===== src/rtl/core/utf8_to_latin1_decoder_assert.svh =====
// Assertion macros for the UTF-8 to 8-bit character decoder.
// Used by the top level; expects clk and rst_n in scope.
`ifndef UTF8_TO_LATIN1_DECODER_ASSERT_SVH
`define UTF8_TO_LATIN1_DECODER_ASSERT_SVH

// check cons in the same cycle as ante
`define U2L_ASSERT_SAME(lbl, ante, cons, msg) \
    lbl: assert property (@(posedge clk) disable iff (!rst_n) (ante) |-> (cons)) \
        else $error(msg);

// check cons in the cycle after ante
`define U2L_ASSERT_NEXT(lbl, ante, cons, msg) \
    lbl: assert property (@(posedge clk) disable iff (!rst_n) (ante) |=> (cons)) \
        else $error(msg);

`endif


===== src/rtl/core/u2l_pkg.sv =====
// Shared types, constants and helpers for the UTF-8 to 8-bit character decoder.
// No dependencies.
package u2l_pkg;

    localparam int          QUEUE_DEPTH_DEF = 2;
    localparam int          MAX_RESULTS     = 4;
    localparam logic [7:0]  REPL_RESET      = 8'h3F;

    localparam logic [1:0]  HELD_NONE  = 2'd0;
    localparam logic [1:0]  HELD_LEAD  = 2'd1;
    localparam logic [1:0]  HELD_ONE   = 2'd2;
    localparam logic [1:0]  HELD_TWO   = 2'd3;

    localparam logic [1:0]  NEED_NONE  = 2'd0;
    localparam logic [1:0]  NEED_ONE   = 2'd1;
    localparam logic [1:0]  NEED_TWO   = 2'd2;
    localparam logic [1:0]  NEED_THREE = 2'd3;

    localparam logic [7:0]  NUL_BYTE   = 8'h00;

    typedef logic [7:0] char_t;

    typedef struct packed {
        logic [1:0]                    last_idx;
        logic                          eot;
        logic [MAX_RESULTS-1:0][7:0]   chars;
    } run_t;

    typedef struct packed {
        logic empty;
        logic full;
    } q_stat_t;

    function automatic logic [1:0] lead_need(input logic [7:0] b);
        logic [1:0] n;
        n = NEED_NONE;
        if ((b & 8'hE0) == 8'hC0)
            n = NEED_ONE;
        else if ((b & 8'hF0) == 8'hE0)
            n = NEED_TWO;
        else if ((b & 8'hF8) == 8'hF0)
            n = NEED_THREE;
        return n;
    endfunction

    function automatic logic is_cont(input logic [7:0] b);
        return (b & 8'hC0) == 8'h80;
    endfunction

endpackage


===== src/rtl/core/u2l_front.sv =====
// Front part: accepts input bytes, tracks the held sequence, builds result runs.
// Depends on u2l_pkg.
module u2l_front
    import u2l_pkg::*;
(
    input  logic        clk,
    input  logic        rst_n,
    input  logic        s_tvalid,
    output logic        s_tready,
    input  logic [7:0]  s_tdata,
    input  char_t       repl_char,
    input  q_stat_t     q_stat,
    output logic        push,
    output run_t        push_run
);

    char_t      lead_reg, lead_next;
    char_t      cont0_reg, cont0_next;
    char_t      cont1_reg, cont1_next;
    logic [1:0] count_reg, count_next;

    logic       accept;
    logic [1:0] need;
    logic [1:0] have;
    logic       fresh_emit;
    logic       seq_done;

    assign s_tready   = !q_stat.full;
    assign accept     = s_tvalid && s_tready;
    assign need       = lead_need(lead_reg);
    assign have       = count_reg - 2'd1;
    assign fresh_emit = (lead_need(s_tdata) == NEED_NONE);
    assign seq_done   = ({1'b0, have} + 3'd1) >= {1'b0, need};

    always_comb
    begin
        lead_next  = lead_reg;
        cont0_next = cont0_reg;
        cont1_next = cont1_reg;
        count_next = count_reg;
        push       = 1'b0;
        push_run   = '0;
        if (accept)
        begin
            if (count_reg == HELD_NONE)
            begin
                if (fresh_emit)
                begin
                    push              = 1'b1;
                    push_run.chars[0] = s_tdata;
                    push_run.last_idx = 2'd0;
                    push_run.eot      = (s_tdata == NUL_BYTE);
                end
                else
                begin
                    lead_next  = s_tdata;
                    count_next = HELD_LEAD;
                end
            end
            else if (is_cont(s_tdata))
            begin
                if (seq_done)
                begin
                    push              = 1'b1;
                    push_run.chars[0] = (need == NEED_ONE) ?
                                        {lead_reg[1:0], s_tdata[5:0]} : repl_char;
                    push_run.last_idx = 2'd0;
                    count_next        = HELD_NONE;
                end
                else
                begin
                    if (have[0])
                        cont1_next = s_tdata;
                    else
                        cont0_next = s_tdata;
                    count_next = count_reg + 2'd1;
                end
            end
            else
            begin
                push              = 1'b1;
                push_run.chars[0] = lead_reg;
                push_run.chars[1] = (count_reg == HELD_LEAD) ? s_tdata : cont0_reg;
                push_run.chars[2] = (count_reg == HELD_ONE) ? s_tdata : cont1_reg;
                push_run.chars[3] = s_tdata;
                push_run.last_idx = fresh_emit ? count_reg : (count_reg - 2'd1);
                push_run.eot      = fresh_emit && (s_tdata == NUL_BYTE);
                if (fresh_emit)
                    count_next = HELD_NONE;
                else
                begin
                    lead_next  = s_tdata;
                    count_next = HELD_LEAD;
                end
            end
        end
    end

    always_ff @(posedge clk or negedge rst_n)
    begin
        if (!rst_n)
        begin
            lead_reg  <= '0;
            count_reg <= HELD_NONE;
        end
        else
        begin
            lead_reg  <= lead_next;
            count_reg <= count_next;
        end
    end

    always_ff @(posedge clk)
    begin
        cont0_reg <= cont0_next;
        cont1_reg <= cont1_next;
    end

endmodule


===== src/rtl/core/u2l_queue.sv =====
// Short queue of result runs between the front and back parts.
// Depends on u2l_pkg.
module u2l_queue
    import u2l_pkg::*;
#(
    parameter int DEPTH = QUEUE_DEPTH_DEF
)
(
    input  logic    clk,
    input  logic    rst_n,
    input  logic    push,
    input  run_t    push_run,
    input  logic    pop,
    output run_t    head,
    output q_stat_t q_stat
);

    localparam int PW = (DEPTH > 1) ? $clog2(DEPTH) : 1;
    localparam int CW = $clog2(DEPTH + 1);

    run_t          store_reg [DEPTH];
    logic [PW-1:0] wr_ptr_reg, wr_ptr_next;
    logic [PW-1:0] rd_ptr_reg, rd_ptr_next;
    logic [CW-1:0] count_reg, count_next;
    logic          do_push;
    logic          do_pop;

    assign q_stat.empty = (count_reg == '0);
    assign q_stat.full  = (count_reg == CW'(DEPTH));
    assign do_push      = push && !q_stat.full;
    assign do_pop       = pop && !q_stat.empty;
    assign head         = store_reg[rd_ptr_reg];

    always_comb
    begin
        wr_ptr_next = wr_ptr_reg;
        rd_ptr_next = rd_ptr_reg;
        count_next  = count_reg;
        if (do_push)
            wr_ptr_next = (wr_ptr_reg == PW'(DEPTH - 1)) ? '0 : wr_ptr_reg + 1'b1;
        if (do_pop)
            rd_ptr_next = (rd_ptr_reg == PW'(DEPTH - 1)) ? '0 : rd_ptr_reg + 1'b1;
        if (do_push && !do_pop)
            count_next = count_reg + 1'b1;
        else if (do_pop && !do_push)
            count_next = count_reg - 1'b1;
    end

    always_ff @(posedge clk or negedge rst_n)
    begin
        if (!rst_n)
        begin
            wr_ptr_reg <= '0;
            rd_ptr_reg <= '0;
            count_reg  <= '0;
        end
        else
        begin
            wr_ptr_reg <= wr_ptr_next;
            rd_ptr_reg <= rd_ptr_next;
            count_reg  <= count_next;
        end
    end

    always_ff @(posedge clk)
    begin
        if (do_push)
            store_reg[wr_ptr_reg] <= push_run;
    end

endmodule


===== src/rtl/core/u2l_back.sv =====
// Back part: steps through the head run and drives one character per transfer.
// Depends on u2l_pkg.
module u2l_back
    import u2l_pkg::*;
(
    input  logic       clk,
    input  logic       rst_n,
    input  run_t       head,
    input  q_stat_t    q_stat,
    output logic       pop,
    output logic       m_tvalid,
    input  logic       m_tready,
    output logic [7:0] m_tdata,
    output logic       m_tuser,
    output logic       m_tlast
);

    logic [1:0] idx_reg, idx_next;
    logic       xfer;
    logic       at_last;

    assign m_tvalid = !q_stat.empty;
    assign xfer     = m_tvalid && m_tready;
    assign at_last  = (idx_reg == head.last_idx);
    assign m_tdata  = head.chars[idx_reg];
    assign m_tlast  = at_last;
    assign m_tuser  = head.eot && at_last;
    assign pop      = xfer && at_last;

    always_comb
    begin
        idx_next = idx_reg;
        if (xfer)
            idx_next = at_last ? 2'd0 : idx_reg + 2'd1;
    end

    always_ff @(posedge clk or negedge rst_n)
    begin
        if (!rst_n)
            idx_reg <= 2'd0;
        else
            idx_reg <= idx_next;
    end

endmodule


===== src/rtl/core/utf8_to_latin1_decoder.sv =====
// Top level of the UTF-8 to 8-bit character decoder: front, run queue, back.
// Depends on u2l_pkg, u2l_front, u2l_queue, u2l_back and the assertion header.
//
//  channel  direction  payload                                   handshake
//  s_*      in         tdata[7:0] in_byte                        s_tvalid/s_tready
//  m_*      out        tdata[7:0] out_char, tuser end_of_text,   m_tvalid/m_tready
//                      tlast last_of_run
//  cfg_*    in         cfg_data[7:0] replacement_char            cfg_valid/cfg_ready
//
// One byte is accepted per cycle while the run queue has room.
// A byte that yields k characters occupies the output for k transfers; runs of up
// to four characters drain from the queue head, which sets the sustained rate.
// Reset clears the held sequence, the queue and sets replacement_char to '?'.
// Input and output stall independently through the queue; cfg is always ready.
`include "utf8_to_latin1_decoder_assert.svh"

module utf8_to_latin1_decoder
    import u2l_pkg::*;
#(
    parameter int QUEUE_DEPTH = QUEUE_DEPTH_DEF
)
(
    input  logic       clk,
    input  logic       rst_n,
    input  logic       s_tvalid,
    output logic       s_tready,
    input  logic [7:0] s_tdata,   // [7:0] in_byte
    output logic       m_tvalid,
    input  logic       m_tready,
    output logic [7:0] m_tdata,   // [7:0] out_char
    output logic       m_tuser,   // [0] end_of_text
    output logic       m_tlast,
    input  logic       cfg_valid,
    output logic       cfg_ready,
    input  logic [7:0] cfg_data
);

    char_t   repl_reg, repl_next;
    logic    push;
    run_t    push_run;
    logic    pop;
    run_t    head;
    q_stat_t q_stat;

    assign cfg_ready = 1'b1;
    assign repl_next = (cfg_valid && cfg_ready) ? cfg_data : repl_reg;

    always_ff @(posedge clk or negedge rst_n)
    begin
        if (!rst_n)
            repl_reg <= REPL_RESET;
        else
            repl_reg <= repl_next;
    end

    u2l_front u_front
    (
        .clk       (clk),
        .rst_n     (rst_n),
        .s_tvalid  (s_tvalid),
        .s_tready  (s_tready),
        .s_tdata   (s_tdata),
        .repl_char (repl_reg),
        .q_stat    (q_stat),
        .push      (push),
        .push_run  (push_run)
    );

    u2l_queue #(
        .DEPTH (QUEUE_DEPTH)
    ) u_queue
    (
        .clk      (clk),
        .rst_n    (rst_n),
        .push     (push),
        .push_run (push_run),
        .pop      (pop),
        .head     (head),
        .q_stat   (q_stat)
    );

    u2l_back u_back
    (
        .clk      (clk),
        .rst_n    (rst_n),
        .head     (head),
        .q_stat   (q_stat),
        .pop      (pop),
        .m_tvalid (m_tvalid),
        .m_tready (m_tready),
        .m_tdata  (m_tdata),
        .m_tuser  (m_tuser),
        .m_tlast  (m_tlast)
    );

    `U2L_ASSERT_SAME(a_eot_is_nul, m_tvalid && m_tuser, m_tdata == NUL_BYTE && m_tlast, "end marker must be a zero char closing its run")
    `U2L_ASSERT_SAME(a_no_push_full, push, !q_stat.full, "run pushed into full queue")
    `U2L_ASSERT_NEXT(a_pop_empty_follow, pop && q_stat.full, !q_stat.empty && !q_stat.full, "queue count wrong after pop from full")

endmodule

===== config.mk =====
export PLATFORM = sky130hd
export DESIGN_NAME = utf8_to_latin1_decoder
export DESIGN_NICKNAME = d
export VERILOG_FILES = /design/src/rtl/core/u2l_pkg.sv /design/src/rtl/core/u2l_front.sv /design/src/rtl/core/u2l_queue.sv /design/src/rtl/core/u2l_back.sv /design/src/rtl/core/utf8_to_latin1_decoder.sv
export VERILOG_INCLUDE_DIRS = /design/src /design/src/rtl/core
export SDC_FILE = /design/constraint.sdc
export NUM_CORES = 1
export LEC_CHECK = 0
export BUFFER_PORTS_ARGS = -buffer_cell sky130_fd_sc_hd__buf_2
export CORE_MARGIN = 1
export CORE_UTILIZATION = 40
export DETAILED_ROUTE_END_ITERATION = 8
export PLACE_DENSITY = 0.66
export SLEW_MARGIN = 10
export SYNTH_ARGS = -nofsm -noshare
export SYNTH_HDL_FRONTEND = slang
export SYNTH_SLANG_ARGS = --single-unit

===== constraint.sdc =====
create_clock -name clk -period 8.94 [get_ports clk]
set_input_delay 1.788 -clock clk [delete_from_list [all_inputs] [get_ports clk]]
set_output_delay 1.788 -clock clk [all_outputs]
set_load 0.005 [all_outputs]

# Word level (Yosys, flattened, before mapping)
# Memory sizes are Yosys's and may differ from the RTL's.
# Index checks and enable logic that the tools add are counted.
# totals
register_bits,40
latchBits,0
mem_bits_rw,70
romBits,0
input_bits,21
output_inout_bits,13
word_cells,101
n_memories,1
# op_classes
add_sub_neg,8
mul,0
div_mod_pow,0
order_cmp,2
n_eq_ne,14
shifts,0
n_mux,42
bitwise,3
reduce_logical,22
# mem_list
name,depth,word_bits,rd,rd_ports_with_merged_regs,write_ports,line,rtl
u_queue.store_reg,2,35,1,0,1,u2l_queue.sv:21,run_t store_reg [DEPTH];
# op_table
cell,n
8-bit 2-to-1 mux,11
35-bit 2-to-1 mux,1
2-bit 2-to-1 mux,15
25-bit 2-to-1 mux,1
24-bit 2-to-1 mux,1
8-bit binary-select mux with 2-bit select,1
1-bit 2-to-1 mux,11
"5-bit equality test, second input constant",2
5-bit AND reduction,2
1-bit logical AND,9
"4-bit equality test, second input constant",2
8-bit logical NOT,1
"2-bit by 1-bit adder with 2-bit output, second input constant",3
"2-bit equality test, second input constant",3
"3-bit equality test, second input constant",2
2-bit logical NOT,3
"2-bit by 1-bit equality test with 1-bit output, second input constant",2
1-bit logical NOT,4
2-bit AND reduction,2
"2-bit by 1-bit subtractor with 2-bit output, second input constant",2
"2-bit by 1-bit adder with 3-bit output, second input constant",1
3-bit by 2-bit >= comparator with 1-bit output,1
"2-bit by 3-bit less-than comparator with 1-bit output, second input constant",1
3-bit 2-to-1 mux,1
other kinds (6),9

# Depth between registers and ports, before layout
# depth
depth_word,14
ltp_mapped,11

# Hierarchy
# Synthesis repeated with hierarchy kept, for this count alone.
# hier_totals
hier_cells,358
area_unflattened_um2,5408.9
# modules_own_cells
module,n_inst,cells_each,area_each_um2
u2l_queue,1,128,2872.8
u2l_front,1,184,1821.7
u2l_back,1,27,364.1
utf8_to_latin1_decoder,1,19,350.3

# Worst setup path after synthesis
# No wires, ideal clock.
# synth_timing
path_kind,input to register
startpoint,input port s_tdata[4]
endpoint,"memory u_queue.store_reg[1][0] (netlist bit), enable pin"
t_arrival_ns,3.675
slack_ns,4.870
stages,7
n_path_buf,2
cell_sequence,buf_2 nand3_1 nor2b_1 clkbuf_1 a21o_1 a211oi_4 and2_1
# synth_via
elab_chain_len,11
elab_cells_between_ends,12
cone_classes,eq/ne: 2; mux: 8; reduce/logical: 2
# synth_rtl
element,line,rtl
from (decl),utf8_to_latin1_decoder.sv:27,"input logic [7:0] s_tdata,"
5-bit equality test,u2l_pkg.sv:41,else if ((b & 8'hF8) == 8'hF0)
2-bit 2-to-1 mux,u2l_pkg.sv:41,
2-bit 2-to-1 mux *,u2l_pkg.sv:39,else if ((b & 8'hF0) == 8'hE0)
2-bit 2-to-1 mux *,u2l_pkg.sv:37,if ((b & 8'hE0) == 8'hC0)
2-bit logical NOT *,u2l_front.sv:32,assign fresh_emit = (lead_need(s_tdata) == NEED_NONE);
1-bit 2-to-1 mux *,u2l_front.sv:47,if (fresh_emit)
1-bit 2-to-1 mux *,u2l_front.sv:45,if (count_reg == HELD_NONE)
1-bit 2-to-1 mux *,u2l_front.sv:43,if (accept)
1-bit logical AND *,u2l_queue.sv:30,assign do_push = push && !q_stat.full;
named net u_queue.do_push,u2l_queue.sv:25,logic do_push;
1-bit 2-to-1 mux *,u2l_queue.sv:67,if (do_push)
1-bit 2-to-1 mux (not written as such) *,u2l_queue.sv:68,store_reg[wr_ptr_reg] <= push_run;
to (decl),u2l_queue.sv:21,
# Mark *: on every way through the listed nets, which the timed path passes. The rest lies on a longest branch.

# Worst setup path after layout
# layout_timing
startpoint,register u_queue.rd_ptr_reg
endpoint,output port m_tdata[7]
# layout_via
elab_chain_len,3
# layout_rtl
element,line,rtl
from (decl),u2l_queue.sv:23,"logic [PW-1:0] rd_ptr_reg, rd_ptr_next;"
from (signal assigned),u2l_queue.sv:60,rd_ptr_reg <= rd_ptr_next;
memory read 2 x 35 bit,n/a,
8-bit binary-select mux with 2-bit select,u2l_back.sv:25,assign m_tdata = head.chars[idx_reg];
8-bit 2-to-1 mux (not written as such),u2l_back.sv:25,
to (decl),utf8_to_latin1_decoder.sv:30,"output logic [7:0] m_tdata,"
# Every way passes these cells. The select of a mux whose other input is x is not followed.

==> metrics <==
most frequent cells after synthesis edfxtp_1 (86), mux2i_1 (27), nor2_1 (26), mux2_2 (22), dfrtp_1 (18); CP startpoint kind flop; number of synthesized flops with an enable pin 86; Largest register FFs 70; CP Buf/Inv Count 2; DRT Pass-1 Iters 4; Synth warnings 0; max_cap viols 0; Layout area overhead 11.75%; register area share after synthesis 0.6296; Setup Total Neg Slack 0 ps; antenna-violating nets left 0; RSZ-0062 raised after global routing false; Antenna Cells 0; Final Max Tran Viols 0; number of nets in the layout approximately 380; CTS HTree Levels 3; top cells by area, synth edfxtp_1 (51%), dfrtp_1 (8.9%), mux4_2 (7.1%); Crit path max-delay family multiplexers; Synth async-reset ratio 0.2182; Hold Vio Cnt, Final 0; flop and latch count out of synthesis 110; initial core utilization 0.4167; Post-CTS Resized 0; WP depth 4; Sequential cell area roughly 3200 um^2; Slew @ Worst Pin 891.7 ps; clock-pin slew on the worst setup and hold paths about 70 ps; Hold-fix buffers, CTS 0; worst hold path stage count 1; CTS max path bufs 2; Place WS about 4700 ps; Placer Congestion ~0.84; r2r setup slk just under 6000 ps; worst clock skew about 13 ps; first-pass GRT wire length 15010 um; most frequent cell after synthesis edfxtp_1; Main synth FF type edfxtp_1; distinct cell type count after synthesis 47; fin area 5663 um^2; vias per cell roughly 5.3; largest net degree at the start of global routing 36; Die Span X between 100 and 150 um; final setup fails 0; Arr. time, crit path 2150 ps; layout cells sized above 1 0.3109; DRC Markers 0; Port-buffer cells 32; clock sink total 110; I/O Pins 34; CTS Buf Count 9; GRT Residual Overflow 0; max-slew headroom at the worst pin 0.4055; CP Capture Type primary output; fillcell total about 1000; Setup Fix Bufs, Post-CTS 0; Syn Nets about 350; Post-Route WL roughly 9400 um; number of global-route vias before repair roughly 2900; Multi-input gate area around 1800 um^2; maximum vdd ir drop ~140 uV; routed len/inst around 18 um; length in cells of the worst reg-to-reg path 8; Final Worst Setup Slack 5003 ps; syn avg cell area between 15 and 20 um^2; DP HPWL ~6300 um; Req. time, crit path between 7000 and 8000 ps; height of the chip approximately 110 um; final worst path period need approximately 4000 ps; gate count after technology mapping approximately 330; DRT iter0 DRCs 155; PwrDens 326.2 nW/um^2; Final Util 0.4656; Setup Crit Path Kind reg -> out; total number of vias approximately 2800; Core ar. 12160 um^2; largest area contributor in the netlist edfxtp_1; Static Leakage slightly above 0.002 uW; CTS tree built; crit-path cells buf_4, mux4_2, mux2_2, buf_2; mapped cell area 5067 um^2; Die ar. approximately 13000 um^2; Site Rows 40; Crit path largest cell delay 550 ps; fmax roughly 250 MHz; Hold WS around 500 ps; critical path's slowest cell mux4_2; clk_lat worst skew about 350 ps; status finished, final reports clean; Worst Hold Class reg -> reg; Tcrit/Tclk final 0.4404; Crit Path Max Fanout 16; DP Area approximately 5400 um^2; Root Driver clkbuf_16; Total GRT Usage 0.1555; top-area cell type share of the netlist area 0.5096; initial antenna violation count 0
-- power by group --
part	switching, uW	internal [uW]	total [uW]
logic	352	318	670
registers	75.4	710	786
clock network	182	210	392
total	609	1240	1850
-- layout make-up --
class                   instances  area share
multi-input cells             192      0.3118
clock inverters                 6    0.008617
inverters                       4    0.002651
well taps                     168     0.03712
flip-flops and latches        110      0.5634
clock buffers                  10     0.04419
repair buffers                 35     0.03226
-- cells by family (layout without fill, tap and decap cells) --
kind of cell / Yosys count / after routing / synth area share
flip-flops: 110 / 110 / 0.6296
AND/OR/NAND/NOR: 80 / 80 / 0.08420
multiplexers: 65 / 65 / 0.1733
AO/OA/AOI/OAI: 32 / 32 / 0.06148
buffers and inverters: 25 / 55 / 0.02197
XOR/XNOR: 8 / 8 / 0.01383
adder cells (fa/ha/maj): 6 / 6 / 0.01481
other: 1 / 1 / 0.0007400
-- layout by cell type (no fill, tap or decap), types with 5 or more instances in the layout --
cell,n
a22oi_1,8
and2_1,7
and3_1,7
buf_2,32
clkbuf_16,10
dfrtp_1,18
dfstp_2,6
edfxtp_1,86
ha_1,6
mux2_2,22
mux2i_1,27
mux4_2,16
nand2_1,12
nand2b_1,5
nor2_1,26
o22ai_1,5
xnor2_1,6
-- metrics by stage --
stage / std cells / total power [uW]
6_report: 525 / 1847
5_1_grt: 525 / 1949
4_1_cts: 525 / 1865
3_5_place_dp: 509 / 1473
3_3_place_gp: 509 / 1459
2_1_floorplan: 327 / 1293
-- metal layers --
| layer | vias up | track usage | part of all wire |
|---|---|---|---|
| li1 | 1294 | - | - |
| met1 | 1381 | 0.1903 | 0.43 |
| met2 | 75 | 0.2525 | 0.48 |
| met3 | 23 | 0.04553 | 0.065 |
| met4 | 0 | 0.07619 | 0.031 |
| met5 | - | 0 | 0 |
-- path summary, 6_finish.rpt --
kind,from,to
min in group asynchronous,rst_n,u_front.lead_reg[7]$_DFFE_PN0P_
setup / recovery,u_queue.rd_ptr_reg$_DFFE_PN0P_,m_tdata[7]
hold / removal,u_queue.count_reg[1]$_DFFE_PN0P_,u_queue.count_reg[1]$_DFFE_PN0P_
hold reg to reg,u_queue.count_reg[1]$_DFFE_PN0P_,u_queue.count_reg[1]$_DFFE_PN0P_
setup reg to reg,u_front.count_reg[0]$_DFFE_PN0P_,u_queue.store_reg[0][8]$_DFFE_PP_
max in group asynchronous,rst_n,u_back.idx_reg[1]$_DFFE_PN0P_
Note: power is estimated with default switching activity, not from simulation.
